===== src/hw/rtl/vfd_pkg.sv =====
package vfd_pkg;

  localparam int unsigned MAX_FRAME = 16384;

  localparam logic [14:0] CAP_RESET = 15'd16384;

  localparam logic [2:0] VARINT_LAST_INDEX = 3'd4;
  localparam logic [2:0] VARINT_BYTES      = 3'd5;

  localparam logic [7:0] MARKER_PLAIN     = 8'h00;
  localparam logic [7:0] MARKER_ENCRYPTED = 8'h01;

  localparam logic [1:0] KIND_BODY   = 2'd0;
  localparam logic [1:0] KIND_HEADER = 2'd1;
  localparam logic [1:0] KIND_ERROR  = 2'd2;

  localparam logic [2:0] ERR_ENCRYPTED  = 3'd0;
  localparam logic [2:0] ERR_BAD_MARKER = 3'd1;
  localparam logic [2:0] ERR_BAD_VARINT = 3'd2;
  localparam logic [2:0] ERR_ZERO_TYPE  = 3'd3;
  localparam logic [2:0] ERR_TOO_LARGE  = 3'd4;

  typedef enum logic [1:0] {
    PH_MARKER = 2'd0,
    PH_LENGTH = 2'd1,
    PH_TYPE   = 2'd2,
    PH_BODY   = 2'd3
  } phase_t;

  typedef struct packed {
    logic [1:0]  kind;
    logic [7:0]  body_byte;
    logic [31:0] frame_type;
    logic [14:0] frame_length;
    logic [2:0]  error_code;
    logic        last;
  } result_t;

endpackage


===== src/hw/rtl/varint_frame_deframer.sv =====
// Length-prefixed frame parser: takes one received byte per cycle while in_stall is low
// and gives at most one word per byte (header, body byte or error). A byte is held in
// the input register on accept, decoded as it advances, and its word is captured in the
// output register. Stall on the output propagates to in_stall in the same cycle. The user
// must write capacity through cfg_wr_en/cfg_wr_data while the block is idle; the block
// does not enforce this. capacity resets to 16384.
module varint_frame_deframer
  import vfd_pkg::*;
(
  input  logic        clk,
  input  logic        rst,
  input  logic        cfg_wr_en,
  input  logic [14:0] cfg_wr_data,
  input  logic        in_valid,
  output logic        in_stall,
  input  logic [7:0]  in_byte,
  output logic        out_valid,
  input  logic        out_stall,
  output logic [1:0]  out_kind,
  output logic [7:0]  body_byte,
  output logic [31:0] frame_type,
  output logic [14:0] frame_length,
  output logic [2:0]  error_code,
  output logic        last
);

  logic [14:0] capacity;
  logic        in_reg_valid;
  logic [7:0]  in_reg_byte;
  logic        out_free;
  logic        advance;
  logic        accept_in;
  logic        res_valid;
  result_t     res;

  assign out_free  = !out_valid || !out_stall;
  assign advance   = in_reg_valid && out_free;
  assign in_stall  = in_reg_valid && !out_free;
  assign accept_in = in_valid && !in_stall;

  always_ff @(posedge clk) begin
    if (rst) begin
      capacity <= CAP_RESET;
    end else if (cfg_wr_en) begin
      capacity <= cfg_wr_data;
    end
  end

  always_ff @(posedge clk) begin
    if (rst) begin
      in_reg_valid <= 1'b0;
    end else if (accept_in) begin
      in_reg_valid <= 1'b1;
    end else if (advance) begin
      in_reg_valid <= 1'b0;
    end
  end

  always_ff @(posedge clk) begin
    if (accept_in) in_reg_byte <= in_byte;
  end

  vfd_parser u_parser (
    .clk       (clk),
    .rst       (rst),
    .step      (advance),
    .in_byte   (in_reg_byte),
    .capacity  (capacity),
    .res_valid (res_valid),
    .res       (res)
  );

  always_ff @(posedge clk) begin
    if (rst) begin
      out_valid <= 1'b0;
    end else if (out_free) begin
      out_valid <= advance && res_valid;
    end
  end

  always_ff @(posedge clk) begin
    if (advance && res_valid) begin
      out_kind     <= res.kind;
      body_byte    <= res.body_byte;
      frame_type   <= res.frame_type;
      frame_length <= res.frame_length;
      error_code   <= res.error_code;
      last         <= res.last;
    end
  end

  // an error word never carries data or a last mark
  a_error_clean: assert property (@(posedge clk) disable iff (rst)
    out_valid && out_kind == KIND_ERROR |-> !last && body_byte == 8'd0 && frame_type == 32'd0)
    else $error("error word carries payload");

  // a header always has a nonzero type and a length within the frame limit
  a_header_sane: assert property (@(posedge clk) disable iff (rst)
    out_valid && out_kind == KIND_HEADER |->
      frame_type != 32'd0 && 32'(frame_length) <= 32'(MAX_FRAME) && frame_length <= capacity)
    else $error("header out of range");

  // an empty frame's header is the only header marked last
  a_header_last: assert property (@(posedge clk) disable iff (rst)
    out_valid && out_kind == KIND_HEADER |-> last == (frame_length == 15'd0))
    else $error("header last mark mismatch");

  a_kind_code: assert property (@(posedge clk) disable iff (rst)
    out_valid |-> out_kind != 2'd3 && (out_kind == KIND_ERROR || error_code == 3'd0))
    else $error("bad kind or stray error code");

endmodule


===== src/hw/rtl/vfd_parser.sv =====
module vfd_parser
  import vfd_pkg::*;
(
  input  logic        clk,
  input  logic        rst,
  input  logic        step,
  input  logic [7:0]  in_byte,
  input  logic [14:0] capacity,
  output logic        res_valid,
  output result_t     res
);

  phase_t      phase, phase_next;
  logic [2:0]  varint_index, varint_index_next;
  logic [31:0] varint_accum, varint_accum_next;
  logic [31:0] held_length, held_length_next;
  logic [14:0] body_remaining, body_remaining_next;

  logic [4:0]  shift;
  logic [31:0] accum_or;
  logic [2:0]  index_inc;
  logic        cont;
  logic        nib_bad;
  logic        overflow;
  logic        type_zero;
  logic        too_large;
  logic [14:0] rem_dec;
  logic        fin;

  assign shift     = 5'({2'b00, varint_index} * 5'd7);
  assign accum_or  = varint_accum | (32'(in_byte[6:0]) << shift);
  assign index_inc = varint_index + 3'd1;
  assign cont      = in_byte[7];
  assign nib_bad   = (varint_index == VARINT_LAST_INDEX) && (in_byte[7:4] != 4'd0);
  assign overflow  = cont && (index_inc >= VARINT_BYTES);
  assign type_zero = (accum_or == 32'd0);
  assign too_large = (held_length > 32'(MAX_FRAME)) || (held_length > {17'd0, capacity});
  assign rem_dec   = (body_remaining != 15'd0) ? body_remaining - 15'd1 : body_remaining;
  assign fin       = (rem_dec == 15'd0);

  always_comb begin
    phase_next = phase;
    unique case (phase)
      PH_MARKER: begin
        if (in_byte == MARKER_PLAIN) phase_next = PH_LENGTH;
      end
      PH_BODY: begin
        if (fin) phase_next = PH_MARKER;
      end
      PH_LENGTH, PH_TYPE: begin
        if (nib_bad || overflow) begin
          phase_next = PH_MARKER;
        end else if (!cont) begin
          if (phase == PH_LENGTH) begin
            phase_next = PH_TYPE;
          end else if (type_zero || too_large || held_length == 32'd0) begin
            phase_next = PH_MARKER;
          end else begin
            phase_next = PH_BODY;
          end
        end
      end
      default: phase_next = PH_MARKER;
    endcase
  end

  always_comb begin
    varint_index_next   = varint_index;
    varint_accum_next   = varint_accum;
    held_length_next    = held_length;
    body_remaining_next = body_remaining;
    res_valid           = 1'b0;
    res                 = '0;
    unique case (phase)
      PH_MARKER: begin
        varint_index_next = 3'd0;
        varint_accum_next = 32'd0;
        if (in_byte != MARKER_PLAIN) begin
          res_valid      = 1'b1;
          res.kind       = KIND_ERROR;
          res.error_code = (in_byte == MARKER_ENCRYPTED) ? ERR_ENCRYPTED : ERR_BAD_MARKER;
        end
      end
      PH_BODY: begin
        body_remaining_next = rem_dec;
        res_valid           = 1'b1;
        res.kind            = KIND_BODY;
        res.body_byte       = in_byte;
        res.last            = fin;
      end
      PH_LENGTH, PH_TYPE: begin
        if (nib_bad || overflow) begin
          varint_index_next = 3'd0;
          varint_accum_next = 32'd0;
          res_valid         = 1'b1;
          res.kind          = KIND_ERROR;
          res.error_code    = ERR_BAD_VARINT;
        end else if (cont) begin
          varint_index_next = index_inc;
          varint_accum_next = accum_or;
        end else begin
          varint_index_next = 3'd0;
          varint_accum_next = 32'd0;
          if (phase == PH_LENGTH) begin
            held_length_next = accum_or;
          end else begin
            res_valid = 1'b1;
            if (type_zero) begin
              res.kind       = KIND_ERROR;
              res.error_code = ERR_ZERO_TYPE;
            end else if (too_large) begin
              res.kind       = KIND_ERROR;
              res.error_code = ERR_TOO_LARGE;
            end else begin
              res.kind         = KIND_HEADER;
              res.frame_type   = accum_or;
              res.frame_length = held_length[14:0];
              res.last         = (held_length == 32'd0);
              if (held_length != 32'd0) body_remaining_next = held_length[14:0];
            end
          end
        end
      end
      default: ;
    endcase
  end

  always_ff @(posedge clk) begin
    if (rst) begin
      phase          <= PH_MARKER;
      varint_index   <= 3'd0;
      varint_accum   <= 32'd0;
      held_length    <= 32'd0;
      body_remaining <= 15'd0;
    end else if (step) begin
      phase          <= phase_next;
      varint_index   <= varint_index_next;
      varint_accum   <= varint_accum_next;
      held_length    <= held_length_next;
      body_remaining <= body_remaining_next;
    end
  end

endmodule

===== config.mk =====
export PLATFORM = sky130hd
export DESIGN_NAME = varint_frame_deframer
export DESIGN_NICKNAME = d
export VERILOG_FILES = /design/src/hw/rtl/vfd_pkg.sv /design/src/hw/rtl/varint_frame_deframer.sv /design/src/hw/rtl/vfd_parser.sv
export SDC_FILE = /design/constraint.sdc
export NUM_CORES = 1
export LEC_CHECK = 0
export BUFFER_PORTS_ARGS = -buffer_cell sky130_fd_sc_hd__buf_2
export CORE_AREA = 10 10 195 197
export DETAILED_ROUTE_END_ITERATION = 8
export DIE_AREA = 0 0 205 207
export SLEW_MARGIN = 20
export SYNTH_ARGS = -nofsm -noshare
export SYNTH_HDL_FRONTEND = slang
export SYNTH_SLANG_ARGS = --single-unit

===== constraint.sdc =====
create_clock -name clk -period 4.8 [get_ports clk]
set_clock_uncertainty 0.1 [all_clocks]
set_input_delay 0.96 -clock clk [delete_from_list [all_inputs] [get_ports clk]]
set_output_delay 0.96 -clock clk [all_outputs]
set_load 0.01 [all_outputs]

# [Word level (Yosys, flattened, before mapping)]
# Index checks and enable logic that the tools add are counted.
[totals] out_inout_bits=63 inputBits=28 register_bits=170 word_cells=120
[classes] n_eq_ne=14 mux=47 order_cmp=3 shifts=1 bitwise=4 n_reduce_logical=33 add_sub_neg=2 multipliers=1
[ops] op="$mux W15" count=7
[ops] op="$logic_not A32 Y1" count=2
[ops] op="$mux W32" count=2
[ops] op="$pmux W32 S2" count=1
[ops] op="$gt A32 B15 Y1" count=1
[ops] op="$gt A32 B15 Y1 const B" count=1
[ops] op="$or A32 B32 Y32" count=1
[ops] op="$reduce_bool A32 Y1" count=1
[ops] op="$shl A7 B5 Y32" count=1
[ops] op="$pmux W15 S2" count=1
[ops] op="$mux W2" count=12
[ops] op="$mux W3" count=6
[ops] op="$logic_not A15 Y1" count=1
[ops] op="$reduce_bool A15 Y1" count=1
[ops] op="$sub A15 B1 Y15 const B" count=1
[ops] op="$pmux W2 S3" count=2
[ops] op="$pmux W3 S2" count=2
[ops] op="$mux W1" count=10
[ops] op="$ne A2 B2 Y1 const B" count=5
[ops] op="$eq A8 B1 Y1 const B" count=1
[ops] op="$logic_not A8 Y1" count=1
[ops] op="$mux W4" count=2
[ops] op="$reduce_and A8 Y1" count=1
[ops] op="$reduce_bool A8 Y1" count=1
[ops] op="22 further kinds" count=41

# [Logic depth before layout (Yosys ltp)]
[depth] depth_word=11 mapped_depth=15 mapped_depth_nobuf=12

# [By module]
# A second synthesis with hierarchy kept.
[unflattened] cells_unflattened=865 hier_area_um2=8321.7
[modules_own_cells] module="vfd_parser" area_per_inst_um2=5615.4 instances=1 cells_per_inst=735
[modules_own_cells] module="varint_frame_deframer" area_per_inst_um2=2706.3 instances=1 cells_per_inst=130

# [Worst setup path after synthesis]
# Ideal clock, no wire load.
[synth_timing] kind="register -> register" startpoint="reg u_parser.varint_index[0]" endpoint="reg frame_type[17], data pin" path_buffers=3 arrival_ns=3.475 path_stages_with_launch=16 required_time_ns=4.434 slack_ns=0.959 path_cell_list="dfxtp_1 > fa_1 > ha_1 > inv_1 > fa_1 > clkbuf_1 > nor2_1 > nand4b_1 > o311ai_1 > a211o_1 > nor4_4 > nand3_1 > nand3_1 > buf_4 > buf_4 > nor2_1"
[synth_between] elab_chain_cells=5
[synth_lines] element="start: declaration" line="vfd_parser.sv:14" rtl="logic [2:0] varint_index, varint_index_next;"
[synth_lines] element="start signal: assignment" line="vfd_parser.sv:137" rtl="varint_index <= varint_index_next;"
[synth_lines] element="$mul A3 B3 Y5 or $add A3 B1 Y3 (tied branches)" line="vfd_parser.sv:30, vfd_parser.sv:32"
[synth_lines] element="$shl A7 B5 Y32 or $ge A3 B3 Y1 (tied branches)" line="vfd_parser.sv:31, vfd_parser.sv:35"
[synth_lines] element="$or A32 B32 Y32 or $logic_and A1 B1 Y1 (tied branches)" line="vfd_parser.sv:31, vfd_parser.sv:35"
[synth_lines] element="$logic_not A32 Y1 or $logic_or A1 B1 Y1 (tied branches)" line="vfd_parser.sv:36, vfd_parser.sv:92"
[synth_lines] element="$reduce_or A6 Y1 (no line)"
[synth_lines] element="end signal: assignment" line="varint_frame_deframer.sv:85" rtl="frame_type <= res.frame_type;"
[synth_lines] element="end: declaration" line="varint_frame_deframer.sv:21" rtl="output logic [31:0] frame_type,"
# Several ways; a longest one is shown, not always the timed one.
# A chain may end at the register's enable or synchronous reset.

# [Worst setup path after layout]
[layout_timing] startpoint="reg u_parser.varint_index[2]" endpoint="reg u_parser.body_remaining[3]"
[layout_between] elab_chain_cells=6
[layout_lines] element="$mul A3 B3 Y5 or $add A3 B1 Y3 (tied branches)" line="vfd_parser.sv:30, vfd_parser.sv:32"
[layout_lines] element="$shl A7 B5 Y32 or $ge A3 B3 Y1 (tied branches)" line="vfd_parser.sv:31, vfd_parser.sv:35"
[layout_lines] element="$or A32 B32 Y32 or $logic_and A1 B1 Y1 (tied branches)" line="vfd_parser.sv:31, vfd_parser.sv:35"
[layout_lines] element="$logic_not A32 Y1 or $logic_or A1 B1 Y1 (tied branches)" line="vfd_parser.sv:36, vfd_parser.sv:92"
[layout_lines] element="$ne A2 B2 Y1 (no line)"
[layout_lines] element="$reduce_and A8 Y1 (no line) (*)"
[layout_lines] element="end signal: assignment" line="vfd_parser.sv:140" rtl="body_remaining <= body_remaining_next;"
[layout_lines] element="end: declaration" line="vfd_parser.sv:17" rtl="logic [14:0] body_remaining, body_remaining_next;"
# Every way passes the cells marked *; elsewhere a longest branch is shown, timed or not.

==> impl_metrics.tcl <==
set metrics [dict create \
    synthArstFlopShare_pct 0 \
    synth-main-ff-cell "dfxtp_1" \
    synth_top_area_share_pct 24.7 \
    hp-class "reg -> reg" \
    initial_core_util_pct 24.6 \
    r2r_start "u_parser.varint_index[2]" \
    clk_pin_slew_ps 70 \
    synth_cells 902 \
    syn_area_sq_um 8380 \
    via_per_inst 4.91 \
    period_share_pct 89.4 \
    status "complete, no violations" \
    yosysTopAreaCell "edfxtp_1" \
    cts_resized 0 \
    cts_setup_buffers 0 \
    cp_slowest_cell "fa_1" \
    yosysMostFrequentCell "nor2_1" \
    io_buffers 90 \
    gr-total-overflow 0 \
    grt_max_degree 65 \
    drt-initial-drc-count 463 \
    synthTopCellsByArea "edfxtp_1, dfxtp_1, nor2_1" \
    nets 1032 \
    fp-row-count 68 \
    crit_top_cell "fa_1" \
    arrival_ps 4490 \
    cts_root_buf "clkbuf_16" \
    rsz0062_at_grt "no" \
    leakage_uw 0.00349 \
    drive_gt1_share_pct 16.1 \
    io_pins 91 \
    syn_to_final_growth_pct 18.1 \
    cts_hold_buffers 0 \
    power.density_nw_per_um2 302 \
    antenna_found_initial 2 \
    ir_drop_mv 0.195 \
    vias 7105 \
    synth_cell_type_count 75 \
    max-cap-violations 0 \
    synth_edf_count 69 \
    cts_tree "yes" \
    path_max_fanout 11 \
    cts_made_buffers 17 \
    start_kind "register" \
    layout_min_cycle_time_ps 4290 \
    crit_start "u_parser.varint_index[2]" \
    layout_setup_ws_ps 509 \
    cts_max_path_buffers 2 \
    critical_path_class "reg -> reg" \
    min_from "capacity[14]" \
    dpl_cell_area_sq_um 9350 \
    gp_congestion 0.960 \
    ys_seq_area_share_pct 48.8 \
    clock_latency_ps 430 \
    ys_warn_count 0 \
    die_y_microns 207 \
    dieArea_sq_um 42400 \
    end_kind "register" \
    dp_hpwl_microns 19400 \
    first_pass_iters 5 \
    whs_ps 392 \
    drc 0 \
    crit_chain "fa_1 -> ha_1 -> inv_1 -> fa_1 -> buf_4 -> nor2_1 -> o21ai_0 -> nand3_1 -> nor4_2 -> a311oi_1 -> or2_0 -> o22ai_1" \
    grt_pass1_vias 6903 \
    max_freq_ghz 0.233 \
    slew_viol_final 0 \
    syn_avg_cell_area_sq_um 9.30 \
    relSlewSlack_pct 43.1 \
    core-area_sq_um 34100 \
    tns_ps 0 \
    crit_required_ps 5000 \
    place_ws_ps 547 \
    ctsHtreeMaxLevel 4 \
    setup_viol 0 \
    fin_area_sq_um 9900 \
    synth_commonest_cells "nor2_1, dfxtp_1, a21oi_1" \
    avgRoutedWirePerCell_microns 18.0 \
    track_usage_pct 12.0 \
    synth_fp_nets 956 \
    tightest_slew_ps 840 \
    max_stage_delay_ps 560 \
    cts.sinks 170 \
    synth_seq_cells 170 \
    grt_pass1_wl_microns 40400 \
    final_util_pct 29.0 \
    die-width_microns 205 \
    antenna_left 0 \
    wl_microns 26000 \
    hold_viol 0 \
]
==> worst max-delay path: cells and delay by family (launching register included) <==
family	cells	cell delay, ps
adder cells (fa/ha/maj)	3	1230
AND/OR/NAND/NOR	4	1110
AO/OA/AOI/OAI	3	960
flip-flops	1	430
buffers and inverters	2	310
==> final timing paths <==
check | cells after the start | to | slack [ps]
worst max-delay path | 12 | u_parser.body_remaining[3] | 510
worst max register to register | 12 | u_parser.body_remaining[3] | 510
worst min-delay path | 2 | capacity[14] | 390
worst min register to register | 2 | capacity[14] | 390
==> logic make-up (layout without fill, tap and decap cells) <==
family / Yosys count / after routing / share of synthesized area (%)
buf+inv: 100 / 189 / 4.86
flops: 170 / 170 / 48.8
mux: 28 / 28 / 3.66
compound gates: 217 / 217 / 17.4
other cells: 0 / 2 / 0
fa+ha+maj: 26 / 26 / 4.06
xor+xnor: 6 / 6 / 0.627
simple gates: 355 / 355 / 20.5
==> layout by cell type (no fill, tap or decap), types with 24 or more instances in the layout <==
cell / n
nor2_1: 177
inv_1: 45
edfxtp_1: 69
nand2_1: 37
ha_1: 24
dfxtp_1: 101
buf_2: 90
nor3_1: 31
a211oi_1: 34
a21oi_1: 77
==> final cells by class <==
cell class                 instances  area [sq um]
fill                            3595         24200
antenna                            2          5.00
tap                              455           569
inverter                          46           173
clock inverter                    13           114
sequential                       170          4090
multi-input combinational        632          3890
timing repair buffer             111           621
clock buffer                      19           433
==> sequential cells by signal, summed over array words and instances (netlist names) <==
name                     count
capacity                    15
last                         1
u_parser.phase               2
u_parser.held_length        32
error_code                   3
u_parser.varint_accum       32
frame_type                  32
in_reg_valid                 1
out_valid                    1
u_parser.body_remaining     15
body_byte                    8
in_reg_byte                  8
out_kind                     2
u_parser.varint_index        3
frame_length                15
==> power breakdown <==
group          switching (uW)  internal [uW]
Combinational            98.8           49.6
Clock                     613            676
Sequential               17.7           1530
==> metrics by stage <==
step | instances | power (uW)
after floorplan | 902 | 1670
after global placement | 1414 | 1730
after detailed placement | 1414 | 1730
after CTS | 1446 | 3020
after global routing | 1447 | 3100
final | 1448 | 2990
==> metal layers <==
layer  wire [microns]  track usage, %
met1            10700            14.4
met2            13000            20.2
met3             1240            2.15
met4             1030            5.94
met5                0               0
Note: power is estimated with default switching activity, not from simulation.
